--- src/rtl/core/twm_pkg.sv ---
// ----------------------------------------------------------------------------
// twm_pkg
// Shared constants for the time window maximum tracker: build defaults,
// register indexes, reset values, operation codes and field widths.
// ----------------------------------------------------------------------------
package twm_pkg;

    // Build defaults
    localparam int TWM_MAX_BUCKETS = 8;
    localparam int TWM_TIME_BITS   = 48;

    // Field widths
    localparam int VALUE_W  = 64;
    localparam int PERIOD_W = 32;
    localparam int COUNT_W  = 4;
    localparam int CFG_IDX_W = 1;

    // Register reset values
    localparam logic [PERIOD_W-1:0] PERIOD_RESET = 32'd1000;
    localparam logic [COUNT_W-1:0]  COUNT_RESET  = 4'd8;

    // Register indexes
    localparam logic [CFG_IDX_W-1:0] CFG_PERIOD = 1'b0;
    localparam logic [CFG_IDX_W-1:0] CFG_COUNT  = 1'b1;

    // Operation codes
    localparam logic OP_RECORD = 1'b0;
    localparam logic OP_READ   = 1'b1;

endpackage

--- src/rtl/core/time_window_max_tracker.sv ---
// Steps: a decide state after the accept edge, then rotation (the head steps
//   once per elapsed period up to bucket_count, or a bit-serial remainder
//   division on full expiry), then the record sweep over the buckets in use
//   or the read. One beat at a time: the input stalls until a beat is done.
// Reset (synchronous, active low): ring empty through valid bits, head 0,
//   last rotation time 0, period 1000, bucket count 8; no clearing pass.
// ----------------------------------------------------------------------------
// time_window_max_tracker
// Sliding time window maximum over a ring of buckets kept in one RAM.
// ----------------------------------------------------------------------------
module time_window_max_tracker #(
    parameter int MAX_BUCKETS = twm_pkg::TWM_MAX_BUCKETS,
    parameter int TIME_BITS   = twm_pkg::TWM_TIME_BITS
) (
    input  logic                              i_clk,
    input  logic                              i_rst_n,
    // input beats
    input  logic                              i_in_valid,
    output logic                              o_in_stall,
    input  logic                              i_op,
    input  logic signed [twm_pkg::VALUE_W-1:0] i_sample_value,
    input  logic [TIME_BITS-1:0]              i_now_time,
    // result beats
    output logic                              o_out_valid,
    input  logic                              i_out_stall,
    output logic signed [twm_pkg::VALUE_W-1:0] o_window_max,
    // register writes
    input  logic                              i_cfg_valid,
    output logic                              o_cfg_ready,
    input  logic [twm_pkg::CFG_IDX_W-1:0]     i_cfg_index,
    input  logic [twm_pkg::PERIOD_W-1:0]      i_cfg_data
);
    import twm_pkg::*;

    // Head index and count widths. The head always stays below MAX_BUCKETS;
    // counts run up to MAX_BUCKETS itself.
    localparam int HW     = (MAX_BUCKETS > 1) ? $clog2(MAX_BUCKETS) : 1;
    localparam int HW1    = HW + 1;
    localparam int CNT_W  = $clog2(MAX_BUCKETS + 1);
    localparam int CMP_W  = (CNT_W > COUNT_W) ? CNT_W : COUNT_W;
    localparam int PROD_W = CNT_W + PERIOD_W;
    localparam int WIDE_W = (TIME_BITS > PROD_W) ? TIME_BITS : PROD_W;
    localparam int DIV_W  = $clog2(TIME_BITS);

    typedef enum logic [8:0] {
        S_IDLE     = 9'b000000001,
        S_DECIDE   = 9'b000000010,
        S_MOD      = 9'b000000100,
        S_STEP     = 9'b000001000,
        S_REC      = 9'b000010000,
        S_REC_LAST = 9'b000100000,
        S_RD       = 9'b001000000,
        S_RESP     = 9'b010000000,
        S_SPARE    = 9'b100000000
    } t_state;

    // Control state
    t_state                  r_state, n_state;
    logic [PERIOD_W-1:0]     r_period, n_period;
    logic [COUNT_W-1:0]      r_count, n_count;
    logic [HW-1:0]           r_head, n_head;
    logic [TIME_BITS-1:0]    r_last, n_last;
    logic [MAX_BUCKETS-1:0]  r_valid, n_valid;
    logic                    r_out_valid, n_out_valid;
    logic                    r_rd_pend, n_rd_pend;

    // Work registers
    logic                    r_op, n_op;
    logic [VALUE_W-1:0]      r_val, n_val;
    logic [TIME_BITS-1:0]    r_now, n_now;
    logic [TIME_BITS-1:0]    r_elapsed, n_elapsed;
    logic [PROD_W-1:0]       r_prod, n_prod;
    logic [PERIOD_W-1:0]     r_rem, n_rem;
    logic [DIV_W-1:0]        r_div_cnt, n_div_cnt;
    logic [CNT_W-1:0]        r_steps, n_steps;
    logic [CNT_W-1:0]        r_idx, n_idx;
    logic [HW-1:0]           r_rd_idx, n_rd_idx;
    logic [VALUE_W-1:0]      r_out_data, n_out_data;
    logic [VALUE_W-1:0]      r_rdata;

    // Bucket RAM
    logic [VALUE_W-1:0]      mem [MAX_BUCKETS];
    logic                    w_we, w_re;
    logic [HW-1:0]           w_waddr, w_raddr;

    // Datapath
    logic                    w_in_acc;
    logic [PERIOD_W-1:0]     w_per;
    logic [CNT_W-1:0]        w_cnt;
    logic [CMP_W-1:0]        w_bc_ext;
    logic [WIDE_W-1:0]       w_el_wide;
    logic                    w_below, w_expire, w_more;
    logic [HW1-1:0]          w_head_inc;
    logic [HW-1:0]           w_head_next;
    logic [CNT_W-1:0]        w_steps_inc;
    logic [PERIOD_W:0]       w_rem_sh;
    logic [PERIOD_W-1:0]     w_rem_next;
    logic [VALUE_W-1:0]      w_cur;
    t_state                  w_post_state;

    assign o_in_stall   = (r_state != S_IDLE);
    assign o_cfg_ready  = 1'b1;
    assign o_out_valid  = r_out_valid;
    assign o_window_max = r_out_data;
    assign w_in_acc     = i_in_valid && !o_in_stall;

    // Effective period and bucket count: zero period acts as one, count is
    // clamped into 1..MAX_BUCKETS.
    always_comb begin
        w_per    = (r_period == '0) ? PERIOD_W'(1) : r_period;
        w_bc_ext = CMP_W'(r_count);
        if (r_count == '0) begin
            w_cnt = CNT_W'(1);
        end else if (w_bc_ext > CMP_W'(MAX_BUCKETS)) begin
            w_cnt = CNT_W'(MAX_BUCKETS);
        end else begin
            w_cnt = CNT_W'(r_count);
        end
    end

    // Rotation decision on the registered elapsed time and count * period.
    assign w_el_wide = WIDE_W'(r_elapsed);
    assign w_below   = w_el_wide < WIDE_W'(w_per);
    assign w_expire  = w_el_wide > WIDE_W'(r_prod);
    // elapsed - period > period, written without the subtract
    assign w_more    = w_el_wide > WIDE_W'({w_per, 1'b0});

    // Advance the head, wrap at the count (also when it sits beyond it).
    assign w_head_inc  = HW1'(r_head) + HW1'(1);
    assign w_head_next = (w_head_inc >= HW1'(w_cnt)) ? '0 : w_head_inc[HW-1:0];
    assign w_steps_inc = r_steps + CNT_W'(1);

    // One restoring division step per cycle, MSB of elapsed first.
    assign w_rem_sh   = {r_rem, r_elapsed[TIME_BITS-1]};
    assign w_rem_next = (w_rem_sh >= {1'b0, w_per})
                      ? PERIOD_W'(w_rem_sh - {1'b0, w_per})
                      : w_rem_sh[PERIOD_W-1:0];

    // Entry never written since the last clear reads as zero.
    assign w_cur = r_valid[r_rd_idx] ? r_rdata : '0;

    assign w_post_state = (r_op == OP_RECORD) ? S_REC : S_RD;

    always_comb begin
        n_state     = r_state;
        n_period    = r_period;
        n_count     = r_count;
        n_head      = r_head;
        n_last      = r_last;
        n_valid     = r_valid;
        n_out_valid = r_out_valid;
        n_rd_pend   = 1'b0;
        n_op        = r_op;
        n_val       = r_val;
        n_now       = r_now;
        n_elapsed   = r_elapsed;
        n_prod      = r_prod;
        n_rem       = r_rem;
        n_div_cnt   = r_div_cnt;
        n_steps     = r_steps;
        n_idx       = r_idx;
        n_rd_idx    = r_rd_idx;
        n_out_data  = r_out_data;
        w_we        = 1'b0;
        w_waddr     = r_rd_idx;
        w_re        = 1'b0;
        w_raddr     = r_head;

        if (i_cfg_valid) begin
            case (i_cfg_index)
                CFG_PERIOD: n_period = i_cfg_data;
                CFG_COUNT:  n_count  = i_cfg_data[COUNT_W-1:0];
                default:    n_period = r_period;
            endcase
        end

        // Drop the result beat once taken.
        if (r_out_valid && !i_out_stall) begin
            n_out_valid = 1'b0;
        end

        // Finish a pending record compare: raise the bucket to the sample.
        if (r_rd_pend && ($signed(r_val) > $signed(w_cur))) begin
            w_we              = 1'b1;
            n_valid[r_rd_idx] = 1'b1;
        end

        case (r_state)
            S_IDLE: begin
                if (w_in_acc) begin
                    n_op      = i_op;
                    n_val     = i_sample_value;
                    n_now     = i_now_time;
                    n_elapsed = i_now_time - r_last;
                    n_prod    = PROD_W'(w_cnt) * PROD_W'(w_per);
                    n_state   = S_DECIDE;
                end
            end
            S_DECIDE: begin
                n_idx   = '0;
                n_steps = '0;
                if (w_below) begin
                    n_state = w_post_state;
                end else if (w_expire) begin
                    // Full expiry: empty every bucket, head back to 0.
                    n_valid   = '0;
                    n_head    = '0;
                    n_rem     = '0;
                    n_div_cnt = '0;
                    n_state   = S_MOD;
                end else begin
                    n_state = S_STEP;
                end
            end
            S_MOD: begin
                n_rem     = w_rem_next;
                n_elapsed = {r_elapsed[TIME_BITS-2:0], 1'b0};
                n_div_cnt = r_div_cnt + DIV_W'(1);
                if (r_div_cnt == DIV_W'(TIME_BITS - 1)) begin
                    // Align the rotation time down to the period.
                    n_last  = r_now - TIME_BITS'(w_rem_next);
                    n_state = w_post_state;
                end
            end
            S_STEP: begin
                n_valid[r_head] = 1'b0;
                n_head          = w_head_next;
                n_elapsed       = r_elapsed - TIME_BITS'(w_per);
                n_last          = r_last + TIME_BITS'(w_per);
                n_steps         = w_steps_inc;
                if (!(w_more && (w_steps_inc < w_cnt))) begin
                    n_state = w_post_state;
                end
            end
            S_REC: begin
                // Read bucket idx now, compare it next cycle.
                w_re      = 1'b1;
                w_raddr   = r_idx[HW-1:0];
                n_rd_pend = 1'b1;
                n_rd_idx  = r_idx[HW-1:0];
                n_idx     = r_idx + CNT_W'(1);
                if (n_idx == w_cnt) begin
                    n_state = S_REC_LAST;
                end
            end
            S_REC_LAST: begin
                n_state = S_IDLE;
            end
            S_RD: begin
                w_re     = 1'b1;
                w_raddr  = r_head;
                n_rd_idx = r_head;
                n_state  = S_RESP;
            end
            S_RESP: begin
                // Hold the read data until the output register frees up.
                if (!r_out_valid || !i_out_stall) begin
                    n_out_data  = w_cur;
                    n_out_valid = 1'b1;
                    n_state     = S_IDLE;
                end
            end
            default: begin
                n_state = S_IDLE;
            end
        endcase
    end

    always_ff @(posedge i_clk) begin
        if (!i_rst_n) begin
            r_state     <= S_IDLE;
            r_period    <= PERIOD_RESET;
            r_count     <= COUNT_RESET;
            r_head      <= '0;
            r_last      <= '0;
            r_valid     <= '0;
            r_out_valid <= 1'b0;
            r_rd_pend   <= 1'b0;
        end else begin
            r_state     <= n_state;
            r_period    <= n_period;
            r_count     <= n_count;
            r_head      <= n_head;
            r_last      <= n_last;
            r_valid     <= n_valid;
            r_out_valid <= n_out_valid;
            r_rd_pend   <= n_rd_pend;
        end
    end

    always_ff @(posedge i_clk) begin
        r_op       <= n_op;
        r_val      <= n_val;
        r_now      <= n_now;
        r_elapsed  <= n_elapsed;
        r_prod     <= n_prod;
        r_rem      <= n_rem;
        r_div_cnt  <= n_div_cnt;
        r_steps    <= n_steps;
        r_idx      <= n_idx;
        r_rd_idx   <= n_rd_idx;
        r_out_data <= n_out_data;
    end

    // Bucket RAM: one write port, one registered read port.
    always_ff @(posedge i_clk) begin
        if (w_we) begin
            mem[w_waddr] <= r_val;
        end
    end

    always_ff @(posedge i_clk) begin
        if (w_re) begin
            r_rdata <= mem[w_raddr];
        end
    end

`ifndef SYNTHESIS
    // Full expiry leaves an empty ring with the head at 0.
    a_expire_clears: assert property (@(posedge i_clk) disable iff (!i_rst_n)
        (r_state == S_DECIDE && !w_below && w_expire) |=>
            (r_valid == '0 && r_head == '0))
        else $error("full expiry did not clear the ring");

    // The record sweep never reads past the buckets in use.
    a_sweep_bound: assert property (@(posedge i_clk) disable iff (!i_rst_n)
        (r_state == S_REC) |-> (r_idx < w_cnt))
        else $error("record sweep beyond bucket count");

    // After each division step the remainder stays below the period.
    a_rem_bound: assert property (@(posedge i_clk) disable iff (!i_rst_n)
        (r_state == S_MOD && r_div_cnt != '0) |-> (r_rem < w_per))
        else $error("remainder not below period");
`endif

endmodule

--- config.mk ---
export PLATFORM = sky130hd
export DESIGN_NAME = time_window_max_tracker
export DESIGN_NICKNAME = d
export VERILOG_FILES = /design/src/rtl/core/twm_pkg.sv /design/src/rtl/core/time_window_max_tracker.sv
export SDC_FILE = /design/constraint.sdc
export NUM_CORES = 2
export LEC_CHECK = 0
export ABC_CLOCK_PERIOD_IN_PS = 7400
export BUFFER_PORTS_ARGS = -buffer_cell sky130_fd_sc_hd__buf_2
export CAP_MARGIN = 10
export CORE_ASPECT_RATIO = 0.7
export CORE_MARGIN = 1.5
export CORE_UTILIZATION = 25
export DETAILED_ROUTE_END_ITERATION = 6
export GPL_TIMING_DRIVEN = 1
export PLACE_DENSITY_LB_ADDON = 0.3
export SYNTH_ARGS = -nofsm -noshare
export SYNTH_HDL_FRONTEND = slang
export SYNTH_SLANG_ARGS = --single-unit
export TNS_END_PERCENT = 5
--- constraint.sdc ---
create_clock -name i_clk -period 7.4 [get_ports i_clk]
set_input_delay 0.37 -clock i_clk [delete_from_list [all_inputs] [get_ports i_clk]]
set_output_delay 0.37 -clock i_clk [all_outputs]
set_load 0.02 [all_outputs]
==> results.py <==
metrics = {
    "timing": {
        "holdWs_ns": 0.0524,
        "hold_violations": 0,
        "finalCriticalPeriod_ns": 7.19,
        "tns_ns": 0,
        "fin_skew_ns": 0.118,
        "fin_crit_sh_pct": 97.1,
        "slew_viol_final": 0,
        "tightest_slew_ns": 1.23,
        "setup_violations": 0,
        "maxSlewHeadroom_pct": 18.3,
        "timing.fmax_mhz": 139,
    },
    "detailed_routing": {
        "wl_per_cell_um": 21.2,
        "drt-pass1-iter-count": 5,
        "route.detailed.drc": 0,
        "finalWirelength_um": 184000,
        "vias": 42300,
        "ant_nets": 0,
        "drt_iter0_drc": 3890,
        "via_per_inst": 4.86,
    },
    "cells_and_area": {
        "nFillCells": 22400,
        "syn_to_final_growth_pct": 19.1,
        "layout.cells.most_common": "nand2_1",
        "utilization_pct": 30.1,
        "drive_gt1_share_pct": 11.3,
        "final_cell_mix": "nand2_1 (954), edfxtp_1 (886), nand3_1 (389)",
        "nets": 6257,
    },
    "critical_path": {
        "rr_startpoint": "r_period[30]$_SDFFE_PN0P_",
        "cp_top_family": "compound AO/OA/AOI/OAI gates",
        "setup.worst_path.start": "r_period[30]$_SDFFE_PN0P_",
        "rr_endpoint": "r_last[46]$_SDFFE_PN0P_",
        "crit_path_frequent_cell": "buf_4",
        "arrival_ns": 7.79,
        "worstRegToRegCells": 34,
        "worstSetupEndpoint": "r_last[46]$_SDFFE_PN0P_",
        "cp.depth": 34,
        "crit_required_ns": 8.01,
        "endpoint_kind": "flop",
        "crit_slowest_cell": "o31ai_2",
        "cp-start-kind": "flop",
        "cp_num_buf_inv": 7,
        "worstSetupPathType": "reg -> reg",
        "ff2ff_setup_slack_ns": 0.21,
        "crit_path_max_fanout": 5,
        "slowest_delay_ns": 0.48,
    },
    "floorplanning": {
        "die_y_um": 395,
        "die_area_mm2": 0.223,
        "chipWidth_um": 563,
        "core_area_mm2": 0.218,
        "start_util_pct": 25.2,
        "io_pins": 218,
        "row_count": 143,
    },
    "yosys": {
        "synth_cell_types": 99,
        "synthArstFlopShare_pct": 0,
        "synth-seq-area-share_pct": 52.2,
        "synth-compound-area-share_pct": 12.4,
        "synthesis.area_mm2": 0.0550,
        "synth_top_family_by_area": "simple AND/OR/NAND/NOR gates",
        "synth_ff_type": "edfxtp_1",
        "synth-xor-area-share_pct": 3.39,
        "muxShareOfSynthArea_pct": 0.642,
        "synth-seq-cells": 991,
        "ys_warn_count": 0,
        "avgSynthCellArea_um2": 10.4,
        "synth-edff-count": 886,
        "syn_nets": 5861,
        "syn-instance-count": 5309,
        "yosys.area_share.simple_pct": 16.8,
        "synthAdderAreaFrac_pct": 10.5,
    },
    "placement": {
        "place.gp.congestion": 0.928,
        "hpwl_um": 129000,
        "portBuffers": 216,
    },
    "global_route": {
        "grt_pass1_wl_um": 272000,
        "grt_usage_pct": 16.2,
        "grt-ovfl-total": 0,
        "grt_use_met2_pct": 23.7,
        "grt_pass1_vias": 40400,
        "antenna_found_initial": 14,
        "use_met1_pct": 24.6,
        "grt_max_degree": 193,
        "busiest_layer": "met1",
        "met3_usage_pct": 2.33,
    },
    "clock_network": {
        "numCtsBuffers": 106,
        "htreeDepth": 3,
        "clk_pin_slew_ns": 0.06,
        "cts_tree": "done",
        "clock_sinks": 991,
        "clk_path_buf_depth": 3,
        "root_buffer": "clkbuf_16",
        "insertion_delay_ns": 0.77,
    },
    "pwr": {
        "pwr-share-comb_pct": 19.5,
        "leakage_nw": 25.1,
        "p_per_area_mw_per_mm2": 233,
        "switching_share_pct": 29.9,
        "p_seq_share_pct": 44.8,
        "p_int_w": 0.0107,
        "clkPwrFrac_pct": 35.7,
        "ir_worst_vdd_uv": 203,
        "p_sw_w": 0.00456,
        "power_w": 0.0153,
    },
    "job": {
        "cap_violations": 0,
    },
    "min_path": {
        "hold_class": "in -> reg",
    },
    "status": {
        "status": "finished clean",
    },
}
## cell families after synthesis
kind of cell    count (synthesis)
compound gates               1050
xor+xnor                      213
fa+ha+maj                     429
buf+inv                       569
flops                         991
mux                            33
other cells                     1
simple gates                 2023
## worst min-delay path, stage by stage
cell and delay [ns]:
buf_2 0.10, nand2_1 0.15, a21oi_1 0.10
## through the flow
stage          area (um^2)  instances  setup WS, ns
6_report             65500       8703         0.214
3_3_place_gp         60400       8345        -0.315
4_1_cts              65400       8692       0.00156
3_5_place_dp         60400       8346        -0.349
2_1_floorplan        55000       5309         0.666
5_1_grt              65500       8698       -0.0167
## power by group through the flow
stage / Sequential, W / Clock [W] / Combinational [W]
2_1_floorplan: 0.00681 / 0 / 0.00188
3_3_place_gp: 0.00694 / 0 / 0.00280
3_5_place_dp: 0.00695 / 0 / 0.00283
4_1_cts: 0.00683 / 0.00560 / 0.00291
5_1_grt: 0.00687 / 0.00580 / 0.00326
6_report: 0.00684 / 0.00545 / 0.00298
## synth_stat cells (85+ instances only)
cell	number	area share, %
xnor2_1	128	2.0
o21ai_0	231	2.1
inv_1	314	2.1
dfxtp_1	105	3.8
nor3_1	104	0.95
nand3_1	389	3.5
ha_1	336	7.6
nor2_1	224	1.5
nand2_1	956	6.5
clkbuf_1	212	1.4
edfxtp_1	886	48
a21o_1	137	1.9
xor2_1	85	1.4
a21oi_1	271	2.5
## flip-flops by register name, indices dropped and copies added, names as in the netlist
| signal | count |
|---|---|
| r_count | 4 |
| r_rd_pend | 1 |
| r_val | 64 |
| r_last | 48 |
| o_window_max | 64 |
| r_now | 48 |
| r_head | 3 |
| r_rd_idx | 3 |
| r_op | 1 |
| mem | 512 |
| r_valid | 8 |
| r_rdata | 64 |
| r_idx | 4 |
| r_state | 8 |
| r_rem | 32 |
| r_period | 32 |
| r_div_cnt | 6 |
| r_steps | 4 |
| r_prod | 36 |
| r_elapsed | 48 |
| o_out_valid | 1 |
## repair_timing
action                                  CTS  global route
pin swaps                                 2             3
endpoints found under the setup margin   19            23
hold buffers                            148             0
buffers inserted                          0             3
hold endpoints to repair                147             0
gates resized for setup                   4             9
## layout make-up
| cell class | instances | area [um^2] | share of cell area, % |
|---|---|---|---|
| sequential | 991 | 28700 | 43.8 |
| multi-input combinational | 3749 | 24300 | 37.2 |
| timing repair buffer | 542 | 4080 | 6.23 |
| tap | 2900 | 3630 | 5.54 |
| clock buffer | 135 | 2870 | 4.39 |
| inverter | 315 | 1180 | 1.81 |
| clock inverter | 63 | 654 | 0.999 |
| antenna | 8 | 20.0 | 0.0306 |
## metal layers
layer / share of wire [%] / vias to the layer above
met2: 42 / 1255
met4: 2.3 / 2
met3: 5.8 / 210
met5: 0.0054 / -
li1: - / 20000
met1: 50 / 20900
## how the worst min path moves through the flow
stage / startpoint / to / depth (start not counted) / slack (ns)
global route: i_cfg_data[20] / r_period[20]$_SDFFE_PN0P_ / 3 / 0.02
detailed placement: r_valid[0]$_SDFF_PN0_ / r_valid[0]$_SDFF_PN0_ / 2 / 0.46
floorplan: r_count[0]$_SDFFE_PN0P_ / r_count[0]$_SDFFE_PN0P_ / 2 / 0.44
CTS: i_cfg_valid / r_count[0]$_SDFFE_PN0P_ / 4 / 0.002
global placement: r_valid[0]$_SDFF_PN0_ / r_valid[0]$_SDFF_PN0_ / 2 / 0.46
finish: i_cfg_data[20] / r_period[20]$_SDFFE_PN0P_ / 3 / 0.05
(Power assumes the default switching activity.)
